==> src/hdl/sfd_pkg.sv <==
// Shared constants, codes and interface structs of the S-Bus frame decoder.
// No dependencies; every other file of the block but sfd_ram refers to it by scoped names.
`timescale 1ns / 1ps

package sfd_pkg;

    // frame layout
    localparam int FRAME_BYTES = 25;
    localparam logic [7:0] START_MARK = 8'h0F;
    localparam logic [7:0] END_MARK   = 8'h00;
    localparam int CNT_BITS = 5;
    localparam logic [CNT_BITS-1:0] LAST_BYTE = CNT_BITS'(FRAME_BYTES - 1);
    localparam logic [CNT_BITS-1:0] SAFE_BYTE = CNT_BITS'(23);

    // frame memory: two banks of 32 byte slots, bank select is the address MSB
    localparam int RAM_WIDTH = 8;
    localparam int RAM_ABITS = CNT_BITS + 1;
    localparam int RAM_DEPTH = 1 << RAM_ABITS;

    // readout sequence: channel bytes 1..14, then the flag byte
    localparam logic [3:0] DATA_READS  = 4'd14;
    localparam logic [3:0] SAFE_READ   = 4'd14;
    localparam logic [3:0] FRAME_READS = 4'd15;

    localparam int CH_BITS  = 11;
    localparam int ACC_BITS = 18;
    localparam int OUT_BITS = 16;

    // channel numbers
    localparam logic [3:0] CH_RIGHT_Y = 4'd0;
    localparam logic [3:0] CH_RIGHT_X = 4'd1;
    localparam logic [3:0] CH_LEFT_X  = 4'd2;
    localparam logic [3:0] CH_LEFT_Y  = 4'd3;
    localparam logic [3:0] CH_SW_ONE  = 4'd4;
    localparam logic [3:0] CH_SW_TWO  = 4'd5;
    localparam logic [3:0] CH_SW_THR  = 4'd6;
    localparam logic [3:0] CH_SW_FOUR = 4'd7;
    localparam logic [3:0] CH_WHEEL_1 = 4'd8;
    localparam logic [3:0] CH_WHEEL_2 = 4'd9;

    // configuration registers
    localparam int ADDR_BITS = 3;
    localparam logic REG_CENTER = 1'b0;
    localparam logic REG_RECIP  = 1'b1;
    localparam logic [10:0] CENTER_RESET = 11'd1024;
    localparam logic [19:0] RECIP_RESET  = 20'd99864;

    typedef struct packed {
        logic               vld;
        logic [3:0]         num;
        logic [CH_BITS-1:0] raw;
    } t_chan;

    typedef struct packed {
        logic                       vld;
        logic [3:0]                 num;
        logic [CH_BITS-1:0]         raw;
        logic signed [OUT_BITS-1:0] val;
    } t_scaled;

    typedef struct packed {
        logic vld;
        logic flag;
    } t_safe;

    typedef struct packed {
        logic busy;
        logic drained;
    } t_eng_stat;

endpackage

==> src/hdl/sfd_ram.sv <==
// Generic single-write, single-read synchronous RAM with registered read data.
// Standalone; no package dependency.
`timescale 1ns / 1ps

module sfd_ram #(
    parameter int WIDTH = 8,
    parameter int DEPTH = 64
) (
    input  logic                     i_clk,
    input  logic                     i_wr_en,
    input  logic [$clog2(DEPTH)-1:0] i_wr_addr,
    input  logic [WIDTH-1:0]         i_wr_data,
    input  logic                     i_rd_en,
    input  logic [$clog2(DEPTH)-1:0] i_rd_addr,
    output logic [WIDTH-1:0]         o_rd_data
);

    logic [WIDTH-1:0] r_mem [DEPTH];
    logic [WIDTH-1:0] r_rd_data;

    always_ff @(posedge i_clk) begin
        if (i_wr_en) begin
            r_mem[i_wr_addr] <= i_wr_data;
        end
        if (i_rd_en) begin
            r_rd_data <= r_mem[i_rd_addr];
        end
    end

    assign o_rd_data = r_rd_data;

endmodule

==> src/hdl/sfd_unpack.sv <==
// Readout sequencer: reads a completed frame bank, unpacks 11-bit channels LSB first.
// Depends on sfd_pkg.
`timescale 1ns / 1ps

module sfd_unpack (
    input  logic                           i_clk,
    input  logic                           i_rst_n,
    input  logic                           i_start,
    input  logic                           i_bank,
    input  logic                           i_release,
    output logic                           o_rd_en,
    output logic [sfd_pkg::RAM_ABITS-1:0]  o_rd_addr,
    input  logic [sfd_pkg::RAM_WIDTH-1:0]  i_rd_data,
    output sfd_pkg::t_chan                 o_chan,
    output sfd_pkg::t_safe                 o_safe,
    output sfd_pkg::t_eng_stat             o_stat
);

    logic                          r_busy;
    logic                          r_bank;
    logic [3:0]                    r_issue;
    logic                          r_rd_vld;
    logic [3:0]                    r_rd_idx;
    logic [sfd_pkg::ACC_BITS-1:0]  r_acc;
    logic [sfd_pkg::CNT_BITS-1:0]  r_nbits;
    logic [3:0]                    r_ch_num;
    logic                          r_ch_vld;
    logic [3:0]                    r_ch_out_num;
    logic [sfd_pkg::CH_BITS-1:0]   r_ch_raw;
    logic                          r_safe_vld;
    logic                          r_safe_flag;

    logic                          issue;
    logic [sfd_pkg::CNT_BITS-1:0]  offset;
    logic                          rd_is_data;
    logic [sfd_pkg::ACC_BITS-1:0]  sum_acc;
    logic [sfd_pkg::CNT_BITS-1:0]  sum_bits;
    logic                          take;

    assign issue  = r_busy && (r_issue != sfd_pkg::FRAME_READS);
    assign offset = (r_issue < sfd_pkg::DATA_READS)
                  ? sfd_pkg::CNT_BITS'(r_issue + 4'd1) : sfd_pkg::SAFE_BYTE;

    assign o_rd_en   = issue;
    assign o_rd_addr = {r_bank, offset};

    // append the new byte above the leftover bits
    assign rd_is_data = r_rd_vld && (r_rd_idx < sfd_pkg::DATA_READS);
    assign sum_acc    = r_acc | (sfd_pkg::ACC_BITS'(i_rd_data) << r_nbits);
    assign sum_bits   = r_nbits + sfd_pkg::CNT_BITS'(8);
    assign take       = sum_bits >= sfd_pkg::CNT_BITS'(sfd_pkg::CH_BITS);

    always_ff @(posedge i_clk) begin
        if (!i_rst_n) begin
            r_busy     <= 1'b0;
            r_issue    <= 4'd0;
            r_rd_vld   <= 1'b0;
            r_ch_vld   <= 1'b0;
            r_safe_vld <= 1'b0;
        end else begin
            r_rd_vld   <= issue;
            r_ch_vld   <= rd_is_data && take;
            r_safe_vld <= r_rd_vld && (r_rd_idx == sfd_pkg::SAFE_READ);
            if (i_start) begin
                r_busy  <= 1'b1;
                r_issue <= 4'd0;
            end else if (i_release) begin
                r_busy <= 1'b0;
            end else if (issue) begin
                r_issue <= r_issue + 4'd1;
            end
        end
    end

    always_ff @(posedge i_clk) begin
        r_rd_idx    <= r_issue;
        r_safe_flag <= i_rd_data[2] | i_rd_data[3];
        if (i_start) begin
            r_bank   <= i_bank;
            r_acc    <= '0;
            r_nbits  <= '0;
            r_ch_num <= 4'd0;
        end else if (rd_is_data) begin
            if (take) begin
                r_acc        <= sum_acc >> sfd_pkg::CH_BITS;
                r_nbits      <= sum_bits - sfd_pkg::CNT_BITS'(sfd_pkg::CH_BITS);
                r_ch_raw     <= sum_acc[sfd_pkg::CH_BITS-1:0];
                r_ch_out_num <= r_ch_num;
                r_ch_num     <= r_ch_num + 4'd1;
            end else begin
                r_acc   <= sum_acc;
                r_nbits <= sum_bits;
            end
        end
    end

    assign o_chan.vld = r_ch_vld;
    assign o_chan.num = r_ch_out_num;
    assign o_chan.raw = r_ch_raw;

    assign o_safe.vld  = r_safe_vld;
    assign o_safe.flag = r_safe_flag;

    assign o_stat.busy    = r_busy;
    assign o_stat.drained = r_busy && (r_issue == sfd_pkg::FRAME_READS) && !r_rd_vld
                          && !r_ch_vld && !r_safe_vld;

endmodule

==> src/hdl/sfd_scale.sv <==
// Three-stage centring and fixed-point scaling pipeline for unpacked channels.
// Depends on sfd_pkg.
`timescale 1ns / 1ps

module sfd_scale (
    input  logic                          i_clk,
    input  logic                          i_rst_n,
    input  sfd_pkg::t_chan                i_chan,
    input  logic [sfd_pkg::CH_BITS-1:0]   i_center,
    input  logic [19:0]                   i_recip,
    output sfd_pkg::t_scaled              o_scaled,
    output logic                          o_empty
);

    logic                                r_v1;
    logic [3:0]                          r_num1;
    logic [sfd_pkg::CH_BITS-1:0]         r_raw1;
    logic signed [sfd_pkg::CH_BITS:0]    r_d;

    logic                                r_v2;
    logic [3:0]                          r_num2;
    logic [sfd_pkg::CH_BITS-1:0]         r_raw2;
    logic signed [32:0]                  r_p;

    logic                                r_v3;
    logic [3:0]                          r_num3;
    logic [sfd_pkg::CH_BITS-1:0]         r_raw3;
    logic signed [sfd_pkg::OUT_BITS-1:0] r_q;

    logic signed [20:0]                  q;
    logic signed [sfd_pkg::OUT_BITS-1:0] q_sat;

    // floor division by 4096, then clamp to 16 bits signed
    assign q = r_p[32:12];
    always_comb begin
        if ((q[20:15] == 6'b000000) || (q[20:15] == 6'b111111)) begin
            q_sat = q[15:0];
        end else if (q[20]) begin
            q_sat = 16'sh8000;
        end else begin
            q_sat = 16'sh7FFF;
        end
    end

    always_ff @(posedge i_clk) begin
        if (!i_rst_n) begin
            r_v1 <= 1'b0;
            r_v2 <= 1'b0;
            r_v3 <= 1'b0;
        end else begin
            r_v1 <= i_chan.vld;
            r_v2 <= r_v1;
            r_v3 <= r_v2;
        end
    end

    always_ff @(posedge i_clk) begin
        r_num1 <= i_chan.num;
        r_raw1 <= i_chan.raw;
        r_d    <= $signed({1'b0, i_chan.raw}) - $signed({1'b0, i_center});
        r_num2 <= r_num1;
        r_raw2 <= r_raw1;
        r_p    <= r_d * $signed({1'b0, i_recip});
        r_num3 <= r_num2;
        r_raw3 <= r_raw2;
        r_q    <= q_sat;
    end

    assign o_scaled.vld = r_v3;
    assign o_scaled.num = r_num3;
    assign o_scaled.raw = r_raw3;
    assign o_scaled.val = r_q;
    assign o_empty      = !r_v1 && !r_v2 && !r_v3;

endmodule

==> src/hdl/sbus_frame_decoder.sv <==
// S-Bus frame decoder top level: byte intake, frame memory, config port, result register.
// Depends on sfd_pkg, sfd_ram, sfd_unpack and sfd_scale.
`timescale 1ns / 1ps

// Takes one received S-Bus byte per word on the input channel, with i_first_byte marking
// byte 0 of a buffer, and writes it into a two-bank frame RAM. When the 25th byte of a
// frame lands, the frame is checked (byte 0 must be 0x0F, byte 24 must be 0x00); a bad
// frame is dropped silently. A good frame hands its bank to the readout sequencer, which
// reads bytes 1..14 and 23 one per cycle from the RAM's read port, unpacks channels 0..9
// and pushes them through a three-stage centre-and-scale pipeline (one 12x21 multiply);
// the readout engine stays busy until the frame's result word enters the output register.
// Bytes are taken one per cycle while o_in_ready is high; new frames fill the other bank
// while the readout runs. o_in_ready drops only on the last byte of a frame while the
// readout engine is still busy with the previous frame, either reading it out or
// holding its result until the output register has room. A start mark in mid-frame
// restarts collection; bytes outside a frame are dropped. Registers: channel_center at
// address 0, range_reciprocal at address 4; write them only while the block is idle.

module sbus_frame_decoder (
    input  logic                          i_clk,
    input  logic                          i_rst_n,
    // configuration port
    input  logic                          psel,
    input  logic                          penable,
    input  logic                          pwrite,
    input  logic [sfd_pkg::ADDR_BITS-1:0] paddr,
    input  logic [31:0]                   pwdata,
    output logic [31:0]                   prdata,
    output logic                          pready,
    // byte input
    input  logic                          i_in_valid,
    output logic                          o_in_ready,
    input  logic [7:0]                    i_data_byte,
    input  logic                          i_first_byte,
    // decoded frame output
    output logic                          o_out_valid,
    input  logic                          i_out_ready,
    output logic signed [15:0]            o_left_x,
    output logic signed [15:0]            o_left_y,
    output logic signed [15:0]            o_right_x,
    output logic signed [15:0]            o_right_y,
    output logic [10:0]                   o_switch_one,
    output logic [10:0]                   o_switch_two,
    output logic [10:0]                   o_switch_three,
    output logic [10:0]                   o_switch_four,
    output logic signed [15:0]            o_wheel_one,
    output logic signed [15:0]            o_wheel_two,
    output logic                          o_safe_flag
);

    // ---------------------------------------------------------------- config registers
    logic [10:0] r_center;
    logic [19:0] r_recip;
    logic        cfg_wr;

    assign pready = 1'b1;
    assign cfg_wr = psel && penable && pwrite;

    always_ff @(posedge i_clk) begin
        if (!i_rst_n) begin
            r_center <= sfd_pkg::CENTER_RESET;
            r_recip  <= sfd_pkg::RECIP_RESET;
        end else if (cfg_wr) begin
            unique case (paddr[2])
                sfd_pkg::REG_CENTER: r_center <= pwdata[10:0];
                sfd_pkg::REG_RECIP:  r_recip  <= pwdata[19:0];
                default: ;
            endcase
        end
    end

    always_comb begin
        unique case (paddr[2])
            sfd_pkg::REG_CENTER: prdata = {21'd0, r_center};
            sfd_pkg::REG_RECIP:  prdata = {12'd0, r_recip};
            default:             prdata = '0;
        endcase
    end

    // ---------------------------------------------------------------- byte intake
    logic [sfd_pkg::CNT_BITS-1:0]  r_byte_count;
    logic                          r_start_ok;
    logic                          r_bank;
    sfd_pkg::t_eng_stat            eng_stat;
    logic                          in_acc;
    logic                          wr_en;
    logic [sfd_pkg::CNT_BITS-1:0]  wr_off;
    logic                          completing;
    logic                          launch;

    // hold the closing byte while the engine still owns a finished frame
    assign o_in_ready = !(eng_stat.busy && (r_byte_count == sfd_pkg::LAST_BYTE));
    assign in_acc     = i_in_valid && o_in_ready;

    assign completing = in_acc && !i_first_byte && (r_byte_count == sfd_pkg::LAST_BYTE);
    assign launch     = completing && r_start_ok && (i_data_byte == sfd_pkg::END_MARK);
    assign wr_en      = in_acc && (i_first_byte || (r_byte_count != '0));
    assign wr_off     = i_first_byte ? '0 : r_byte_count;

    always_ff @(posedge i_clk) begin
        if (!i_rst_n) begin
            r_byte_count <= '0;
            r_start_ok   <= 1'b0;
            r_bank       <= 1'b0;
        end else if (in_acc) begin
            if (i_first_byte) begin
                r_byte_count <= sfd_pkg::CNT_BITS'(1);
                r_start_ok   <= (i_data_byte == sfd_pkg::START_MARK);
            end else if (completing) begin
                // frame done: back to idle, flip banks if the frame goes to readout
                r_byte_count <= '0;
                if (launch) begin
                    r_bank <= !r_bank;
                end
            end else if (r_byte_count != '0) begin
                r_byte_count <= r_byte_count + sfd_pkg::CNT_BITS'(1);
            end
        end
    end

    // ---------------------------------------------------------------- frame memory
    logic                          rd_en;
    logic [sfd_pkg::RAM_ABITS-1:0] rd_addr;
    logic [sfd_pkg::RAM_WIDTH-1:0] rd_data;

    sfd_ram #(
        .WIDTH (sfd_pkg::RAM_WIDTH),
        .DEPTH (sfd_pkg::RAM_DEPTH)
    ) u_ram (
        .i_clk     (i_clk),
        .i_wr_en   (wr_en),
        .i_wr_addr ({r_bank, wr_off}),
        .i_wr_data (i_data_byte),
        .i_rd_en   (rd_en),
        .i_rd_addr (rd_addr),
        .o_rd_data (rd_data)
    );

    // ---------------------------------------------------------------- readout and scaling
    sfd_pkg::t_chan   chan;
    sfd_pkg::t_safe   safe;
    sfd_pkg::t_scaled scaled;
    logic             scale_empty;
    logic             finish;

    sfd_unpack u_unpack (
        .i_clk     (i_clk),
        .i_rst_n   (i_rst_n),
        .i_start   (launch),
        .i_bank    (r_bank),
        .i_release (finish),
        .o_rd_en   (rd_en),
        .o_rd_addr (rd_addr),
        .i_rd_data (rd_data),
        .o_chan    (chan),
        .o_safe    (safe),
        .o_stat    (eng_stat)
    );

    sfd_scale u_scale (
        .i_clk    (i_clk),
        .i_rst_n  (i_rst_n),
        .i_chan   (chan),
        .i_center (r_center),
        .i_recip  (r_recip),
        .o_scaled (scaled),
        .o_empty  (scale_empty)
    );

    // ---------------------------------------------------------------- result assembly
    logic signed [15:0] r_res_left_x;
    logic signed [15:0] r_res_left_y;
    logic signed [15:0] r_res_right_x;
    logic signed [15:0] r_res_right_y;
    logic [10:0]        r_res_sw_one;
    logic [10:0]        r_res_sw_two;
    logic [10:0]        r_res_sw_three;
    logic [10:0]        r_res_sw_four;
    logic signed [15:0] r_res_wheel_one;
    logic signed [15:0] r_res_wheel_two;
    logic               r_res_safe;

    always_ff @(posedge i_clk) begin
        if (safe.vld) begin
            r_res_safe <= safe.flag;
        end
        if (scaled.vld) begin
            unique case (scaled.num)
                sfd_pkg::CH_RIGHT_Y: r_res_right_y   <= scaled.val;
                sfd_pkg::CH_RIGHT_X: r_res_right_x   <= scaled.val;
                sfd_pkg::CH_LEFT_X:  r_res_left_x    <= scaled.val;
                sfd_pkg::CH_LEFT_Y:  r_res_left_y    <= scaled.val;
                sfd_pkg::CH_SW_ONE:  r_res_sw_one    <= scaled.raw;
                sfd_pkg::CH_SW_TWO:  r_res_sw_two    <= scaled.raw;
                sfd_pkg::CH_SW_THR:  r_res_sw_three  <= scaled.raw;
                sfd_pkg::CH_SW_FOUR: r_res_sw_four   <= scaled.raw;
                sfd_pkg::CH_WHEEL_1: r_res_wheel_one <= scaled.val;
                sfd_pkg::CH_WHEEL_2: r_res_wheel_two <= scaled.val;
                default: ;
            endcase
        end
    end

    // ---------------------------------------------------------------- output register
    logic               r_out_valid;
    logic signed [15:0] r_left_x;
    logic signed [15:0] r_left_y;
    logic signed [15:0] r_right_x;
    logic signed [15:0] r_right_y;
    logic [10:0]        r_sw_one;
    logic [10:0]        r_sw_two;
    logic [10:0]        r_sw_three;
    logic [10:0]        r_sw_four;
    logic signed [15:0] r_wheel_one;
    logic signed [15:0] r_wheel_two;
    logic               r_safe;

    // advance the assembled frame once every channel is in and the slot is free
    assign finish = eng_stat.drained && scale_empty && (!r_out_valid || i_out_ready);

    always_ff @(posedge i_clk) begin
        if (!i_rst_n) begin
            r_out_valid <= 1'b0;
        end else if (finish) begin
            r_out_valid <= 1'b1;
        end else if (i_out_ready) begin
            r_out_valid <= 1'b0;
        end
    end

    always_ff @(posedge i_clk) begin
        if (finish) begin
            r_left_x    <= r_res_left_x;
            r_left_y    <= r_res_left_y;
            r_right_x   <= r_res_right_x;
            r_right_y   <= r_res_right_y;
            r_sw_one    <= r_res_sw_one;
            r_sw_two    <= r_res_sw_two;
            r_sw_three  <= r_res_sw_three;
            r_sw_four   <= r_res_sw_four;
            r_wheel_one <= r_res_wheel_one;
            r_wheel_two <= r_res_wheel_two;
            r_safe      <= r_res_safe;
        end
    end

    assign o_out_valid    = r_out_valid;
    assign o_left_x       = r_left_x;
    assign o_left_y       = r_left_y;
    assign o_right_x      = r_right_x;
    assign o_right_y      = r_right_y;
    assign o_switch_one   = r_sw_one;
    assign o_switch_two   = r_sw_two;
    assign o_switch_three = r_sw_three;
    assign o_switch_four  = r_sw_four;
    assign o_wheel_one    = r_wheel_one;
    assign o_wheel_two    = r_wheel_two;
    assign o_safe_flag    = r_safe;

endmodule

==> config.mk <==
export PLATFORM = sky130hd
export DESIGN_NAME = sbus_frame_decoder
export DESIGN_NICKNAME = d
export VERILOG_FILES = /design/src/hdl/sfd_pkg.sv /design/src/hdl/sfd_ram.sv /design/src/hdl/sfd_unpack.sv /design/src/hdl/sfd_scale.sv /design/src/hdl/sbus_frame_decoder.sv
export SDC_FILE = /design/constraint.sdc
export NUM_CORES = 1
export LEC_CHECK = 0
export BUFFER_PORTS_ARGS = -buffer_cell sky130_fd_sc_hd__buf_2
export CAP_MARGIN = 20
export CORE_UTILIZATION = 55
export CTS_BUF_LIST = sky130_fd_sc_hd__clkbuf_16
export CTS_CLUSTER_DIAMETER = 80
export DETAILED_ROUTE_END_ITERATION = 10
export GPL_TIMING_DRIVEN = 1
export PLACE_DENSITY = 0.84
export SETUP_SLACK_MARGIN = 0.4
export SLEW_MARGIN = 15
export SYNTH_ARGS = -nofsm -noshare
export SYNTH_HDL_FRONTEND = slang
export SYNTH_HIERARCHICAL = 1
export SYNTH_SLANG_ARGS = --single-unit
==> constraint.sdc <==
create_clock -name i_clk -period 9.29 [get_ports i_clk]
set_clock_uncertainty 0.1 [all_clocks]
set_input_delay 0.4645 -clock i_clk [delete_from_list [all_inputs] [get_ports i_clk]]
set_output_delay 0.4645 -clock i_clk [all_outputs]
set_load 0.005 [all_outputs]
==> impl_metrics.tcl <==
set metrics [dict create \
    rows 103 \
    core_area_um2 78900 \
    async_flop_share_pct 0 \
    drtAntennaViolNets 0 \
    max-slew-margin-rel_pct 24.9 \
    ys_ff_latch 994 \
    area.growth.synth_to_final_pct 11.4 \
    clkTransAtPathRegs_ns 0.06 \
    power.total_w 0.0106 \
    placed_cell_area_um2 45600 \
    viasPerCell 5.92 \
    crit_fanout 20 \
    power.leakage_nw 18.1 \
    cp-end-kind "flip-flop" \
    grt_max_degree 102 \
    dr.pass1.iters 7 \
    hpwl_mm 59.2 \
    ys_seq_area_share_pct 64.2 \
    pin_count 227 \
    fin_area_um2 48700 \
    cap_violations 0 \
    io_buffers 199 \
    fin_crit_sh_pct 63.2 \
    syn_inst 2882 \
    gp_congestion 0.887 \
    tightest_slew_ns 1.12 \
    start_util_pct 55.4 \
    synth_warnings 6 \
    fillers 5370 \
    die_w_um 284 \
    drive_gt1_share_pct 17.2 \
    finalHoldViolations 0 \
    ys_top_cells_by_count "edfxtp_1 (818), nand2_1 (286), inv_1 (265), fa_1 (180), dfxtp_1 (176)" \
    cts_htree_levels 3 \
    synth_ff_type "edfxtp_1" \
    dieHeight_um 284 \
    grt_pass1_wl_mm 148 \
    cts.sinks 994 \
    tritoncts "yes" \
    drv_slew 0 \
    cts_root_buffer "clkbuf_16" \
    antenna_found_initial 3 \
    grt.overflow.total 0 \
    drc 0 \
    post-cts-setup-buffers 0 \
    numCtsBuffers 94 \
    grt_pass1_vias 25400 \
    grt_util_all_layers_pct 24.2 \
    crit_type "flip-flop to flip-flop" \
    crit_arrival_ns 6.33 \
    yosys-top-cells-area "edfxtp_1 (56%), fa_1 (8.2%), dfxtp_1 (8.1%)" \
    drtIter0Drc 2752 \
    cts_max_path_buffers 3 \
    die-area_um2 80600 \
    synth.most_common_cell "edfxtp_1" \
    ir_drop_mv 0.228 \
    max_freq_ghz 0.170 \
    start_kind "flip-flop" \
    final_nets 3427 \
    powerDensity_nw_per_um2 217 \
    synth_top_area_share_pct 56.2 \
    yosysUniqueCellTypes 84 \
    rsz0062_at_grt "no" \
    status "complete, no violations" \
    synth_area_per_cell_um2 15.2 \
    fin_setup_tns_ns 0 \
    synth_enable_flop_cells 818 \
    drt-total-wl_mm 97.2 \
    num_vias 24900 \
    setup_viol 0 \
    yosys.area.top_type "edfxtp_1" \
    hp-class "input pin to flip-flop" \
    crit_required_ns 9.75 \
    wl_per_cell_um 23.1 \
    clkLatencyLatePin_ns 0.67 \
    syn_area_um2 43700 \
    fin_crit_ns 5.87 \
]
layout by cell type (no fill, tap or decap), drive strengths merged, types with 11 or more instances in the layout:
master and n:
a211oi 11, a21o 29, a21oi 79, a221oi 11
and2 80, buf 227, clkbuf 96, clkinv 36
conb 13, dfxtp 176, dlygate4sd3 20, edfxtp 818
fa 180, ha 106, inv 296, mux2 25
mux2i 37, mux4 130, nand2 287, nand2b 29
nand3 41, nor2 164, nor2b 26, nor3 33
o21a 11, o21ai 35, xnor2 25, xor2 11
sequential cells by signal, indices dropped and copies added (netlist names), 12 cells and up:
| name | count |
|---|---|
| o_left_x | 16 |
| o_left_y | 16 |
| o_right_x | 16 |
| o_right_y | 16 |
| o_wheel_one | 16 |
| o_wheel_two | 16 |
| r_recip | 20 |
| r_res_left_x | 16 |
| r_res_left_y | 16 |
| r_res_right_x | 16 |
| r_res_right_y | 16 |
| r_res_wheel_one | 16 |
| r_res_wheel_two | 16 |
| u_ram/r_mem | 512 |
| u_scale/r_d | 12 |
| u_scale/r_p | 21 |
| u_scale/r_q | 16 |
| u_unpack/r_acc | 18 |
logic make-up after synthesis:
group / count (synthesis) / synth area share, %
other cells: 2 / 0.0172
mux: 192 / 8.20
fa+ha+maj: 286 / 11.3
xor+xnor: 36 / 0.721
compound gates: 252 / 3.96
flops: 994 / 64.2
simple gates: 709 / 7.51
buf+inv: 411 / 4.07
path summary, 6_finish.rpt:
kind	start	endpoint	slack (ns)	depth (start not counted)
worst max-delay path	u_scale/r_d[6]	u_scale/r_p[20]	3.42	17
worst min-delay path	i_out_ready	o_out_valid	0.09	3
worst max register to register	u_scale/r_d[6]	u_scale/r_p[20]	3.42	17
worst min register to register	u_scale/r_num2[1]	u_scale/r_num3[1]	0.23	0
report_power, final:
group | internal, W | switching (W)
Combinational | 0.000778 | 0.00114
Sequential | 0.00494 | 0.0000913
Clock | 0.00198 | 0.00165
what timing repair did:
item / CTS / global route
gates resized for setup: 0 / 0
endpoints found under the hold margin: 31 / 0
hold buffers: 20 / 0
cell type report:
type                       instances  area [um2]  area share, %
antenna                            1        2.50        0.00514
clock buffer                      96        2400           4.93
clock inverter                    72         529           1.09
inverter                         265         995           2.04
multi-input combinational       1488       14000           28.7
sequential                       994       28100           57.7
tap                             1050        1310           2.70
timing repair buffer             247        1420           2.91
metal layers:
layer	GRT usage, %	wire, um	vias up
met5	0	13	-
met4	9.19	3600	2
met3	4.54	8780	258
met2	41.3	49400	1391
met1	30.7	35400	12600
li1	-	-	10700
per-stage QoR:
step	hold WS (ns)	util (%)	cells	setup WS, ns
detailed placement	0.213	57.8	4024	3.58
global placement	0.210	57.8	4024	3.52
finish	0.0925	61.8	4213	3.42
CTS	0.0513	61.7	4212	3.44
global route	0.0615	61.8	4212	3.21
floorplan	0.210	-	2893	3.36
worst max-delay path, cell delays in order (launching register included):
cell and delay [ns]:
dfxtp_1 0.94, nand2_1 0.20, fa_1 0.57, inv_1 0.05, fa_1 0.56, fa_1 0.45, fa_1 0.52, inv_1 0.06
fa_1 0.49, inv_1 0.05, ha_1 0.36, nand3_2 0.12, nor2_2 0.18, a41oi_2 0.19, o21a_1 0.18, o21ai_1 0.37
a21oi_1 0.17, xnor2_1 0.22
No activity file was read; power rests on OpenSTA's default activity.
